[src/rtl/cwad_pkg.sv]
`timescale 1ns / 1ps
// Shared types, constants and digit helpers for the clock/display unit.
// No dependencies; imported by every module of the unit.
package cwad_pkg;

    localparam int TICK_W  = 7;
    localparam int HOUR_W  = 5;
    localparam int MIN_W   = 6;
    localparam int SEC_W   = 6;
    localparam int LIGHT_W = 8;
    localparam int TEMP_W  = 12;
    localparam int MAG_W   = 11;
    localparam int PHASE_W = 8;
    localparam int SEG_W   = 8;

    localparam logic [HOUR_W-1:0] HOUR_LAST = 5'd23;
    localparam logic [MIN_W-1:0]  MIN_LAST  = 6'd59;
    localparam logic [SEC_W-1:0]  SEC_LAST  = 6'd59;

    localparam logic [PHASE_W-1:0] TIME_PHASE_RESET = 8'd6;
    localparam logic [PHASE_W-1:0] TEMP_PHASE_RESET = 8'd2;

    // item kinds carried on the input tuser
    localparam logic CMD_TICK = 1'b0;
    localparam logic CMD_SET  = 1'b1;

    // register indexes (word address bit 2)
    localparam logic REG_TIME_PHASE = 1'b0;
    localparam logic REG_TEMP_PHASE = 1'b1;

    localparam logic [SEG_W-1:0] SEG_POINT = 8'h80;
    localparam logic [SEG_W-1:0] SEG_BLANK = 8'h00;

    typedef struct packed {
        logic                 cmd;
        logic [HOUR_W-1:0]    set_hour;
        logic [MIN_W-1:0]     set_minute;
        logic [SEC_W-1:0]     set_second;
        logic [LIGHT_W-1:0]   light_sample;
        logic signed [TEMP_W-1:0] temp_tenths;
    } cwad_item_t;

    // state after one item, handed from the counters to the formatter
    typedef struct packed {
        logic [HOUR_W-1:0]  hours;
        logic [MIN_W-1:0]   minutes;
        logic [SEC_W-1:0]   seconds;
        logic               showing_time;
        logic               report;
        logic [LIGHT_W-1:0] light;
        logic               negative;
        logic [MAG_W-1:0]   magnitude;
    } cwad_snap_t;

    typedef struct packed {
        logic [3:0] tens;
        logic [3:0] units;
    } cwad_digits_t;

    // a..g in bits 0..6; anything above nine is blank
    function automatic logic [SEG_W-1:0] seg_of(input logic [4:0] d);
        logic [SEG_W-1:0] s;
        begin
            case (d)
                5'd0:    s = 8'h3F;
                5'd1:    s = 8'h06;
                5'd2:    s = 8'h5B;
                5'd3:    s = 8'h4F;
                5'd4:    s = 8'h66;
                5'd5:    s = 8'h6D;
                5'd6:    s = 8'h7D;
                5'd7:    s = 8'h07;
                5'd8:    s = 8'h7F;
                5'd9:    s = 8'h6F;
                default: s = SEG_BLANK;
            endcase
            return s;
        end
    endfunction

    // tens and units of a value below 128 (tens may exceed nine)
    function automatic cwad_digits_t split_tens(input logic [6:0] v);
        cwad_digits_t r;
        logic [6:0]   t10;
        begin
            if (v >= 7'd120)      r.tens = 4'd12;
            else if (v >= 7'd110) r.tens = 4'd11;
            else if (v >= 7'd100) r.tens = 4'd10;
            else if (v >= 7'd90)  r.tens = 4'd9;
            else if (v >= 7'd80)  r.tens = 4'd8;
            else if (v >= 7'd70)  r.tens = 4'd7;
            else if (v >= 7'd60)  r.tens = 4'd6;
            else if (v >= 7'd50)  r.tens = 4'd5;
            else if (v >= 7'd40)  r.tens = 4'd4;
            else if (v >= 7'd30)  r.tens = 4'd3;
            else if (v >= 7'd20)  r.tens = 4'd2;
            else if (v >= 7'd10)  r.tens = 4'd1;
            else                  r.tens = 4'd0;
            t10     = {r.tens, 3'b000} + {2'b00, r.tens, 1'b0};
            r.units = 4'(v - t10);
            return r;
        end
    endfunction

    // hundreds of an 11-bit magnitude: reciprocal 1311 / 2^17 is exact below 2048
    function automatic logic [4:0] hundreds_of(input logic [MAG_W-1:0] m);
        logic [21:0] prod;
        begin
            prod = 22'(m) * 22'd1311;
            return prod[21:17];
        end
    endfunction

endpackage

[src/rtl/clock_with_alternating_display_unit.sv]
`timescale 1ns / 1ps
// Digital clock with alternating time / temperature display, top level.
// Depends on cwad_pkg, cwad_core and cwad_fmt.
//
// Usage:
//   Input stream (s_*): one item per 10 ms tick (tuser = 0) or a set-time
//   event (tuser = 1). Every item gives exactly one result item on m_*.
//   Result: time after the item, display mode, four digit segment patterns
//   and, on a minute rollover, a report of the latched brightness and
//   temperature.
//   Path: an accepted item passes the counter stage, then the segment-encoding
//   result register, which drives m_tvalid.
//   Throughput: one item per cycle unless stalled; the two stages each pass on
//   while the next one is free, so a new item is taken while a result waits.
//   Stall: when m_tready is low the result register holds, the counter stage
//   fills behind it and s_tready drops only once both are occupied.
//   Reset: clock 00:00:00, prescaler and phase at zero, display on time,
//   latched samples zero, phase registers 6 and 2 seconds.
//   Configuration (APB, byte address 0 = time phase, 4 = temperature phase)
//   is the user's to write only while no item is in flight; not enforced here.
module clock_with_alternating_display_unit
    import cwad_pkg::*;
#(
    parameter int TICKS_PER_SECOND = 100
)
(
    input  logic        clk,
    input  logic        rst_n,
    // APB configuration
    input  logic        psel,
    input  logic        penable,
    input  logic        pwrite,
    input  logic [2:0]  paddr,
    input  logic [31:0] pwdata,
    output logic [31:0] prdata,
    output logic        pready,
    // input items
    input  logic        s_tvalid,
    output logic        s_tready,
    // set_hour[4:0], set_minute[10:5], set_second[16:11], light_sample[24:17],
    // temp_tenths[36:25], zero fill [39:37]
    input  logic [39:0] s_tdata,
    // cmd
    input  logic        s_tuser,
    // result items
    output logic        m_tvalid,
    input  logic        m_tready,
    // hours[4:0], minutes[10:5], seconds[16:11], seg_first[24:17],
    // seg_second[32:25], seg_third[40:33], seg_fourth[48:41],
    // report_light[56:49], report_negative[57], report_magnitude[68:58],
    // zero fill [71:69]
    output logic [71:0] m_tdata,
    // showing_time[0], report_valid[1]
    output logic [1:0]  m_tuser
);

    logic [PHASE_W-1:0] time_phase_reg;
    logic [PHASE_W-1:0] temp_phase_reg;
    logic               cfg_write;

    cwad_item_t         item;
    cwad_snap_t         snap;
    logic               snap_valid;
    logic               snap_ready;

    // ---- configuration registers ----
    assign pready    = 1'b1;
    assign cfg_write = psel && penable && pwrite && pready;

    always_ff @(posedge clk or negedge rst_n)
    begin
        if (!rst_n)
        begin
            time_phase_reg <= TIME_PHASE_RESET;
            temp_phase_reg <= TEMP_PHASE_RESET;
        end
        else if (cfg_write)
        begin
            unique case (paddr[2])
                REG_TIME_PHASE: time_phase_reg <= pwdata[PHASE_W-1:0];
                REG_TEMP_PHASE: temp_phase_reg <= pwdata[PHASE_W-1:0];
                default:        time_phase_reg <= time_phase_reg;
            endcase
        end
    end

    always_comb
    begin
        unique case (paddr[2])
            REG_TIME_PHASE: prdata = {24'b0, time_phase_reg};
            REG_TEMP_PHASE: prdata = {24'b0, temp_phase_reg};
            default:        prdata = '0;
        endcase
    end

    // ---- unpack the input item ----
    assign item.cmd          = s_tuser;
    assign item.set_hour     = s_tdata[4:0];
    assign item.set_minute   = s_tdata[10:5];
    assign item.set_second   = s_tdata[16:11];
    assign item.light_sample = s_tdata[24:17];
    assign item.temp_tenths  = s_tdata[36:25];

    // counters, phase and latch; state after each item is the stage output
    cwad_core #(
        .TICKS_PER_SECOND (TICKS_PER_SECOND)
    ) u_core (
        .clk        (clk),
        .rst_n      (rst_n),
        .in_valid   (s_tvalid),
        .in_ready   (s_tready),
        .item       (item),
        .time_phase (time_phase_reg),
        .temp_phase (temp_phase_reg),
        .snap_valid (snap_valid),
        .snap_ready (snap_ready),
        .snap       (snap)
    );

    // digit split, segment lookup and report gating into the result register
    cwad_fmt u_fmt (
        .clk        (clk),
        .rst_n      (rst_n),
        .snap_valid (snap_valid),
        .snap_ready (snap_ready),
        .snap       (snap),
        .out_valid  (m_tvalid),
        .out_ready  (m_tready),
        .out_data   (m_tdata),
        .out_user   (m_tuser)
    );

endmodule

[src/rtl/cwad_core.sv]
`timescale 1ns / 1ps
// Time counters, display phase, latch; one item per cycle unless stalled.
// Depends on cwad_pkg.
module cwad_core
    import cwad_pkg::*;
#(
    parameter int TICKS_PER_SECOND = 100
)
(
    input  logic               clk,
    input  logic               rst_n,
    input  logic               in_valid,
    output logic               in_ready,
    input  cwad_item_t         item,
    input  logic [PHASE_W-1:0] time_phase,
    input  logic [PHASE_W-1:0] temp_phase,
    output logic               snap_valid,
    input  logic               snap_ready,
    output cwad_snap_t         snap
);

    localparam logic [TICK_W-1:0] TICK_WRAP = TICK_W'(TICKS_PER_SECOND);

    logic [TICK_W-1:0]  tick_reg,   tick_next;
    logic [SEC_W-1:0]   sec_reg,    sec_next;
    logic [MIN_W-1:0]   min_reg,    min_next;
    logic [HOUR_W-1:0]  hour_reg,   hour_next;
    logic               mode_reg,   mode_next;
    logic [PHASE_W-1:0] phase_reg,  phase_next;
    logic [MAG_W-1:0]   mag_reg,    mag_next;
    logic               neg_reg,    neg_next;
    logic [LIGHT_W-1:0] light_reg,  light_next;
    logic               report_reg, report_next;
    logic               valid_reg,  valid_next;

    logic               accept;
    logic [TICK_W-1:0]  tick_inc;
    logic [PHASE_W-1:0] phase_inc;
    logic [TEMP_W-1:0]  neg_raw;
    logic [MAG_W-1:0]   sample_mag;

    assign in_ready = !valid_reg || snap_ready;
    assign accept   = in_valid && in_ready;

    assign tick_inc  = tick_reg + 1'b1;
    assign phase_inc = phase_reg + 1'b1;

    // magnitude of the sample; the most negative code saturates
    assign neg_raw = ~item.temp_tenths + 1'b1;
    always_comb
    begin
        if (!item.temp_tenths[TEMP_W-1])
            sample_mag = item.temp_tenths[MAG_W-1:0];
        else if (neg_raw[TEMP_W-1])
            sample_mag = {MAG_W{1'b1}};
        else
            sample_mag = neg_raw[MAG_W-1:0];
    end

    always_comb
    begin
        tick_next   = tick_reg;
        sec_next    = sec_reg;
        min_next    = min_reg;
        hour_next   = hour_reg;
        mode_next   = mode_reg;
        phase_next  = phase_reg;
        mag_next    = mag_reg;
        neg_next    = neg_reg;
        light_next  = light_reg;
        report_next = report_reg;
        valid_next  = valid_reg;

        if (accept)
        begin
            valid_next  = 1'b1;
            report_next = 1'b0;
            if (item.cmd == CMD_SET)
            begin
                hour_next = item.set_hour;
                min_next  = item.set_minute;
                sec_next  = item.set_second;
            end
            else
            begin
                tick_next = tick_inc;
                if (tick_inc >= TICK_WRAP)
                begin
                    tick_next  = '0;
                    phase_next = phase_inc;
                    if (mode_reg)
                    begin
                        if (phase_inc == time_phase)
                        begin
                            mode_next  = 1'b0;
                            phase_next = '0;
                        end
                    end
                    else if (phase_inc == temp_phase)
                    begin
                        light_next = item.light_sample;
                        neg_next   = item.temp_tenths[TEMP_W-1];
                        mag_next   = sample_mag;
                        mode_next  = 1'b1;
                        phase_next = '0;
                    end

                    if (sec_reg >= SEC_LAST)
                    begin
                        sec_next    = '0;
                        report_next = 1'b1;
                        if (min_reg >= MIN_LAST)
                        begin
                            min_next  = '0;
                            hour_next = (hour_reg >= HOUR_LAST) ? '0 : hour_reg + 1'b1;
                        end
                        else
                        begin
                            min_next = min_reg + 1'b1;
                        end
                    end
                    else
                    begin
                        sec_next = sec_reg + 1'b1;
                    end
                end
            end
        end
        else if (snap_ready)
        begin
            valid_next = 1'b0;
        end
    end

    always_ff @(posedge clk or negedge rst_n)
    begin
        if (!rst_n)
        begin
            tick_reg   <= '0;
            sec_reg    <= '0;
            min_reg    <= '0;
            hour_reg   <= '0;
            mode_reg   <= 1'b1;
            phase_reg  <= '0;
            mag_reg    <= '0;
            neg_reg    <= 1'b0;
            light_reg  <= '0;
            report_reg <= 1'b0;
            valid_reg  <= 1'b0;
        end
        else
        begin
            tick_reg   <= tick_next;
            sec_reg    <= sec_next;
            min_reg    <= min_next;
            hour_reg   <= hour_next;
            mode_reg   <= mode_next;
            phase_reg  <= phase_next;
            mag_reg    <= mag_next;
            neg_reg    <= neg_next;
            light_reg  <= light_next;
            report_reg <= report_next;
            valid_reg  <= valid_next;
        end
    end

    assign snap_valid        = valid_reg;
    assign snap.hours        = hour_reg;
    assign snap.minutes      = min_reg;
    assign snap.seconds      = sec_reg;
    assign snap.showing_time = mode_reg;
    assign snap.report       = report_reg;
    assign snap.light        = light_reg;
    assign snap.negative     = neg_reg;
    assign snap.magnitude    = mag_reg;

endmodule

[src/rtl/cwad_fmt.sv]
`timescale 1ns / 1ps
// Segment encoding and report gating into the result register.
// Depends on cwad_pkg.
module cwad_fmt
    import cwad_pkg::*;
(
    input  logic             clk,
    input  logic             rst_n,
    input  logic             snap_valid,
    output logic             snap_ready,
    input  cwad_snap_t       snap,
    output logic             out_valid,
    input  logic             out_ready,
    output logic [71:0]      out_data,
    output logic [1:0]       out_user
);

    logic               valid_reg;
    logic [71:0]        data_reg,  data_next;
    logic [1:0]         user_reg,  user_next;

    cwad_digits_t       hour_d, min_d, frac_d;
    logic [4:0]         hund;
    logic [6:0]         hund100;
    logic [MAG_W-1:0]   rem;
    logic [SEG_W-1:0]   s1, s2, s3, s4;
    logic [LIGHT_W-1:0] rep_light;
    logic               rep_neg;
    logic [MAG_W-1:0]   rep_mag;

    assign snap_ready = !valid_reg || out_ready;

    assign hour_d  = split_tens({2'b00, snap.hours});
    assign min_d   = split_tens({1'b0, snap.minutes});
    assign hund    = hundreds_of(snap.magnitude);
    // hund * 100 fits 11 bits (at most 2000)
    assign rem     = snap.magnitude - ({hund, 6'b0} + {1'b0, hund, 5'b0} + {4'b0, hund, 2'b0});
    assign hund100 = rem[6:0];
    assign frac_d  = split_tens(hund100);

    always_comb
    begin
        if (snap.showing_time)
        begin
            s1 = seg_of({1'b0, hour_d.tens});
            s2 = seg_of({1'b0, hour_d.units}) | SEG_POINT;
            s3 = seg_of({1'b0, min_d.tens});
            s4 = seg_of({1'b0, min_d.units});
        end
        else
        begin
            s1 = SEG_BLANK;
            s2 = seg_of(hund);
            s3 = seg_of({1'b0, frac_d.tens}) | SEG_POINT;
            s4 = seg_of({1'b0, frac_d.units});
        end
        rep_light = snap.report ? snap.light     : '0;
        rep_neg   = snap.report ? snap.negative  : 1'b0;
        rep_mag   = snap.report ? snap.magnitude : '0;
        data_next = {3'b000, rep_mag, rep_neg, rep_light, s4, s3, s2, s1,
                     snap.seconds, snap.minutes, snap.hours};
        user_next = {snap.report, snap.showing_time};
    end

    always_ff @(posedge clk or negedge rst_n)
    begin
        if (!rst_n)
            valid_reg <= 1'b0;
        else if (snap_ready)
            valid_reg <= snap_valid;
    end

    always_ff @(posedge clk)
    begin
        if (snap_ready && snap_valid)
        begin
            data_reg <= data_next;
            user_reg <= user_next;
        end
    end

    assign out_valid = valid_reg;
    assign out_data  = data_reg;
    assign out_user  = user_reg;

endmodule
[config.mk]
export PLATFORM = sky130hd
export DESIGN_NAME = clock_with_alternating_display_unit
export DESIGN_NICKNAME = d
export VERILOG_FILES = /design/src/rtl/cwad_pkg.sv /design/src/rtl/clock_with_alternating_display_unit.sv /design/src/rtl/cwad_core.sv /design/src/rtl/cwad_fmt.sv
export SDC_FILE = /design/constraint.sdc
export NUM_CORES = 1
export LEC_CHECK = 0
export BUFFER_PORTS_ARGS = -buffer_cell sky130_fd_sc_hd__buf_2
export CORE_ASPECT_RATIO = 0.75
export CORE_UTILIZATION = 60
export CTS_BUF_LIST = sky130_fd_sc_hd__clkbuf_4 sky130_fd_sc_hd__clkbuf_8
export DETAILED_ROUTE_END_ITERATION = 8
export PLACE_DENSITY = 0.95
export SLEW_MARGIN = 5
export SYNTH_ARGS = -nofsm -noshare
export SYNTH_HDL_FRONTEND = slang
export SYNTH_SLANG_ARGS = --single-unit
[constraint.sdc]
create_clock -name clk -period 20.3 [get_ports clk]
set_input_delay 2.03 -clock clk [delete_from_list [all_inputs] [get_ports clk]]
set_output_delay 2.03 -clock clk [all_outputs]
set_load 0.02 [all_outputs]
==> impl_metrics.yaml, run 1 <==
run_status:
  status: "finished clean"
layout:
  nNetsFinal: 1504
  final_util_pct: 68.2
  diodes: 0
  largest_reg_flops: 66
  area_delta_synth_final_pct: 10.3
  drive_gt1_share_pct: 17.5
worst_hold_path:
  min_path_type: "reg2reg"
  hold_depth: 1
setup_path:
  critPathKind: "reg2reg"
  required_ns: 20.46
  crit_arrival_ns: 10.06
  crit_path_end_kind: "flip-flop"
  start_kind: "flip-flop"
  critPathSlowestCell: "xnor2_1"
  worst_path_largest_cell_delay_ns: 0.64
  r2r_cells: 35
  crit_path_frequent_cell: "inv_1"
  path_max_fanout: 10
job:
  cap_violations: 0
route:
  vias: 8601
  drt_iter0_drc: 756
  wirelength_um: 24800
  firstDrtPassIters: 6
  vias_per_cell: 5.74
  drc_errors: 0
  wl_per_cell_um: 16.6
  ant_nets: 0
timing:
  slew_headroom_pct: 18.9
  clock_skew_ns: 0.0137
  finalHoldViolCount: 0
  setup_ws_ns: 10.41
  fmax_ghz: 0.101
  setup_viol: 0
  tightest_slew_ns: 1.20
  final.min_clock_period_ns: 9.89
  rsz0062_at_grt: "no"
  finalCritPeriodShare_pct: 48.7
  holdWs_ns: 0.507
  fin_setup_tns_ns: 0
  finalMaxSlewViolations: 0
yosys:
  synth_cells: 1124
  avgSynthCellArea_um2: 9.80
  synthFlopType: "edfxtp_1"
  synth-seq-cells: 140
  yosysWarnings: 0
  async_flop_share_pct: 51.4
  seq_area_frac_synth_pct: 34.9
  ys_types: 71
  netlist_area_mm2: 0.0110
  synth_edf_count: 68
placement:
  place_ws_ns: 10.52
  port_buffers: 132
  place.gp.congestion: 0.949
  dp_hpwl_um: 18200
die:
  pin_count: 192
  die_y_um: 119
  dieArea_mm2: 0.0189
  die_x_um: 158
  num_rows: 42
  core_mm2: 0.0178
  initial_core_util_pct: 61.8
global_route:
  overflow: 0
  grt_use_total_pct: 27.8
  antenna_found_initial: 0
  grt_max_degree: 73
  grt_pass1_wl_um: 41200
  grt_pass1_vias: 8619
cts:
  cts.reportedPaths.clkPinSlew_ns: 0.09
  clockBufferDepth: 2
  htreeDepth: 4
  cts_setup_buffers: 0
  cts_root_buf: "clkbuf_8"
  cts_resized: 0
  cts_inserted_buffers: 17
  cts_tree: "done"
  ctsHoldBuffers: 0
  clock_latency_ns: 0.45
  clock-sinks: 140
## placed cells by master (no fill, tap or decap), types with 4 or more instances in the layout
cell      count
a211oi_1      6
a21o_1        5
a21oi_1      59
a221oi_1      7
a22oi_1       4
a31oi_1       6
a32oi_1       5
and2_1       23
and3_1        7
buf_2       131
clkbuf_8     17
clkinv_4      4
conb_1       30
dfrtp_1      68
dfstp_2       4
edfxtp_1     68
fa_1         37
ha_1        141
inv_1       141
mux2_2       36
mux2i_1       8
nand2_1      77
nand2b_1     17
nand3_1      26
nand4_1       4
nor2_1       60
nor2b_1       7
nor3_1       19
o211ai_1      5
o21a_1        4
o21ai_0     100
o22ai_1       5
or3_1         4
xnor2_1      31
xor2_1       21
## worst max-delay path, delay by kind of cell (launching register included)
family	cells	cell delay, ns
AOI/OAI and AO/OA	7	1.22
xor gates and xnor gates	5	1.77
adders and majority gates	9	3.39
buffers and inverters	8	1.01
DFF	1	0.49
muxes	2	1.05
and+or+nand+nor	4	0.67
## final timing paths
kind                                    from                 end  slack (ns)
max in group asynchronous              rst_n   u_core.min_reg[3]       17.99
setup reg to reg           u_core.mag_reg[6]  u_fmt.out_data[42]       10.41
setup / recovery           u_core.mag_reg[6]  u_fmt.out_data[42]       10.41
hold / removal             u_core.snap_valid     u_fmt.out_valid        0.51
min in group asynchronous              rst_n   time_phase_reg[0]        1.72
hold reg to reg            u_core.snap_valid     u_fmt.out_valid        0.51
## routing by layer
layer  share of wire [%]  GRT usage [%]  up-vias
li1                    -              -     4051
met1                  43           37.4     4093
met2                  47           44.9      411
met3                 8.1           5.60       46
met4                 1.9           9.13        0
met5                   0              0        -
## cell families after synthesis
| group | count (synthesis) | synth area share [%] |
|---|---|---|
| buffers and inverters | 201 | 7.99 |
| AO/OA/AOI/OAI | 236 | 13.0 |
| multiplexers | 45 | 4.54 |
| flip-flops | 140 | 34.9 |
| AND/OR/NAND/NOR | 265 | 11.7 |
| XOR/XNOR | 56 | 4.95 |
| adder cells (fa/ha/maj) | 179 | 22.8 |
| other | 2 | 0.0682 |
## cell type report
type	count	area, µm²
sequential	140	3850
inverter	141	529
multi-input combinational	811	6400
clock buffer	18	241
clock inverter	14	171
tap	242	303
fill	1258	5660
timing repair buffer	132	663
## stage by stage
step                      cell area, µm²  std cells
final                              12200       1498
after global routing               12200       1498
after CTS                          12200       1498
after detailed placement           11700       1466
after global placement             11700       1466
after floorplan                    11100       1152
## synthesized netlist by cell type (3+ instances only)
cell	count	area, µm²
nand2b_1	17	106
nand4_1	4	25.0
buf_4	33	248
and3_1	7	43.8
nor3_1	19	95.1
a21oi_1	59	295
inv_1	141	529
edfxtp_1	68	2040
a221oi_1	7	61.3
nand2_1	77	289
clkbuf_1	26	97.6
nor3b_1	3	22.5
a211oi_1	6	45.0
fa_1	37	741
a22oi_1	4	30.0
a21o_1	5	37.5
nor2b_1	7	43.8
o21a_1	4	30.0
xor2_1	21	184
o211ai_1	5	37.5
o22ai_1	5	31.3
a31oi_1	6	37.5
o31ai_1	3	22.5
dfstp_2	4	105
mux2i_1	8	80.1
or3_1	4	25.0
ha_1	141	1760
nand3_1	26	130
and2_1	24	150
and4_1	3	26.3
o21bai_1	3	22.5
a211o_1	3	26.3
a32oi_1	5	43.8
nor2_1	61	229
dfrtp_1	68	1700
xnor2_1	31	272
mux2_2	36	405
o21ai_0	100	500
o2111ai_1	3	26.3
Power of run 1 is not shown: default switching activity piles up to over one toggle a cycle in this logic, so the estimate is an artifact.
==> run 2, diff against run 1 <==
- CORE_UTILIZATION: 60 -> 53
- PLACE_DENSITY: 0.95 -> 0.91
- clock period: 20.3 -> 8.7 ns (I/O delays scaled with it)
==> impl_metrics.yaml, run 2 (synthesized netlist as in run 1, its figures left out) <==
global_route:
  overflow: 0
  grt_pass1_vias: 8389
  grt_max_degree: 73
  grt_pass1_wl_um: 39600
  grt_use_total_pct: 23.3
  antenna_found_initial: 0
die:
  initial_core_util_pct: 54.2
  num_rows: 45
  die_x_um: 168
  pin_count: 192
  dieArea_mm2: 0.0214
  die_y_um: 127
  core_mm2: 0.0203
worst_hold_path:
  min_path_type: "reg2reg"
  whs_endpoint: "u_fmt.out_valid"
  hold_depth: 1
  hp-start: "u_core.snap_valid"
layout:
  final_util_pct: 61.5
  final_cell_mix: "139 x ha_1, 137 x inv_1, 132 x buf_2, 98 x o21ai_0, 76 x nand2_1"
  final_cells: 1567
  area_delta_synth_final_pct: 13.4
  largest_reg_flops: 66
  nNetsFinal: 1533
  drive_gt1_share_pct: 21.4
  final_common_cell: "ha_1"
  diodes: 0
setup_path:
  critPathKind: "reg2reg"
  crit_arrival_ns: 8.49
  path_max_fanout: 5
  path_delay_family: "adder cells"
  critical_path_buf_inv_count: 7
  critPathSlowestCell: "fa_1"
  r2r_start: "u_core.mag_reg[8]"
  reg2reg_slack_ns: 0.39
  worst_path_largest_cell_delay_ns: 0.54
  rr_endpoint: "u_fmt.out_data[46]"
  r2r_cells: 35
  crit_path_frequent_cell: "inv_1"
  required_ns: 8.87
  crit_path_end_kind: "flip-flop"
  start_kind: "flip-flop"
cts:
  clockBufferDepth: 2
  clock_latency_ns: 0.46
  clock-sinks: 140
  cts_tree: "done"
  htreeDepth: 4
  cts_inserted_buffers: 17
  cts_root_buf: "clkbuf_8"
  cts.reportedPaths.clkPinSlew_ns: 0.09
route:
  wirelength_um: 24000
  drc_errors: 0
  firstDrtPassIters: 5
  vias: 8672
  drt_iter0_drc: 784
  wl_per_cell_um: 15.3
  vias_per_cell: 5.53
  ant_nets: 0
job:
  cap_violations: 0
timing:
  final.min_clock_period_ns: 8.31
  finalMaxSlewViolations: 0
  tightest_slew_ns: 1.12
  setup_viol: 0
  finalHoldViolCount: 0
  slew_headroom_pct: 24.7
  clock_skew_ns: 0.0100
  fmax_ghz: 0.120
  finalCritPeriodShare_pct: 95.5
placement:
  place.gp.congestion: 0.917
  dp_hpwl_um: 18200
  port_buffers: 132
  dpl.cell_count: 1530
run_status:
  status: "finished clean"
-- run 2: cell count changes in the layout (fill, tap and decap cells not counted), sizes merged --
cell	before	now
clkinv	7	9
clkinvlp	2	3
buf	132	161
inv	143	142
bufinv	3	1
-- run 2: layout make-up --
type | instances | area, µm²
Clock buffer | 18 | 241
Sequential cell | 140 | 3850
Multi-Input combinational cell | 811 | 6510
Timing Repair Buffer | 161 | 878
Tap cell | 282 | 353
Clock inverter | 14 | 123
Inverter | 141 | 533
Fill cell | 1595 | 7840
-- run 2: how the worst max path moves through the flow --
| stage | from | end | slack (ns) | cells past startpoint |
|---|---|---|---|---|
| after floorplan | u_core.mag_reg[1] | u_fmt.out_data[42] | 0.16 | 39 |
| after global placement | u_core.mag_reg[7] | u_fmt.out_data[42] | 0.19 | 37 |
| after detailed placement | u_core.mag_reg[7] | u_fmt.out_data[42] | -0.12 | 37 |
| after CTS | u_core.mag_reg[3] | u_fmt.out_data[46] | 0.05 | 38 |
| after global routing | u_core.mag_reg[8] | u_fmt.out_data[44] | -0.04 | 35 |
| final | u_core.mag_reg[8] | u_fmt.out_data[46] | 0.39 | 35 |
-- run 2: through the flow --
| stage | TNS [ns] | hold slack, ns | worst slack, ns | instance area, µm² |
|---|---|---|---|---|
| finish | 0 | 0.487 | 0.388 | 12500 |
| global route | -0.0423 | 0.515 | -0.0390 | 12500 |
| CTS | 0 | 0.494 | 0.0550 | 12300 |
| detailed placement | -0.399 | 0.477 | -0.124 | 12000 |
| global placement | 0 | 0.471 | 0.188 | 12000 |
| floorplan | 0 | 0.423 | 0.162 | 11100 |
-- run 2: routing by layer --
| metal | wire length [µm] | part of all wire, % | vias to the layer above | track usage (%) |
|---|---|---|---|---|
| li1 | - | - | 4103 | - |
| met3 | 1640 | 6.8 | 46 | 4.34 |
| met4 | 461 | 1.9 | 0 | 8.34 |
| met2 | 11100 | 46 | 354 | 37.4 |
| met5 | 0 | 0 | - | 0 |
| met1 | 10800 | 45 | 4169 | 31.6 |
-- run 2: timing repair --
item                                    4_1_cts  5_1_grt
pin swaps                                     0        5
cloned                                        0        0
endpoints found under the setup margin        5        7
buffers inserted                              1        4
hold buffers                                  0        0
gates resized for setup                       3       27
Power of run 2 is left out for the same reason.
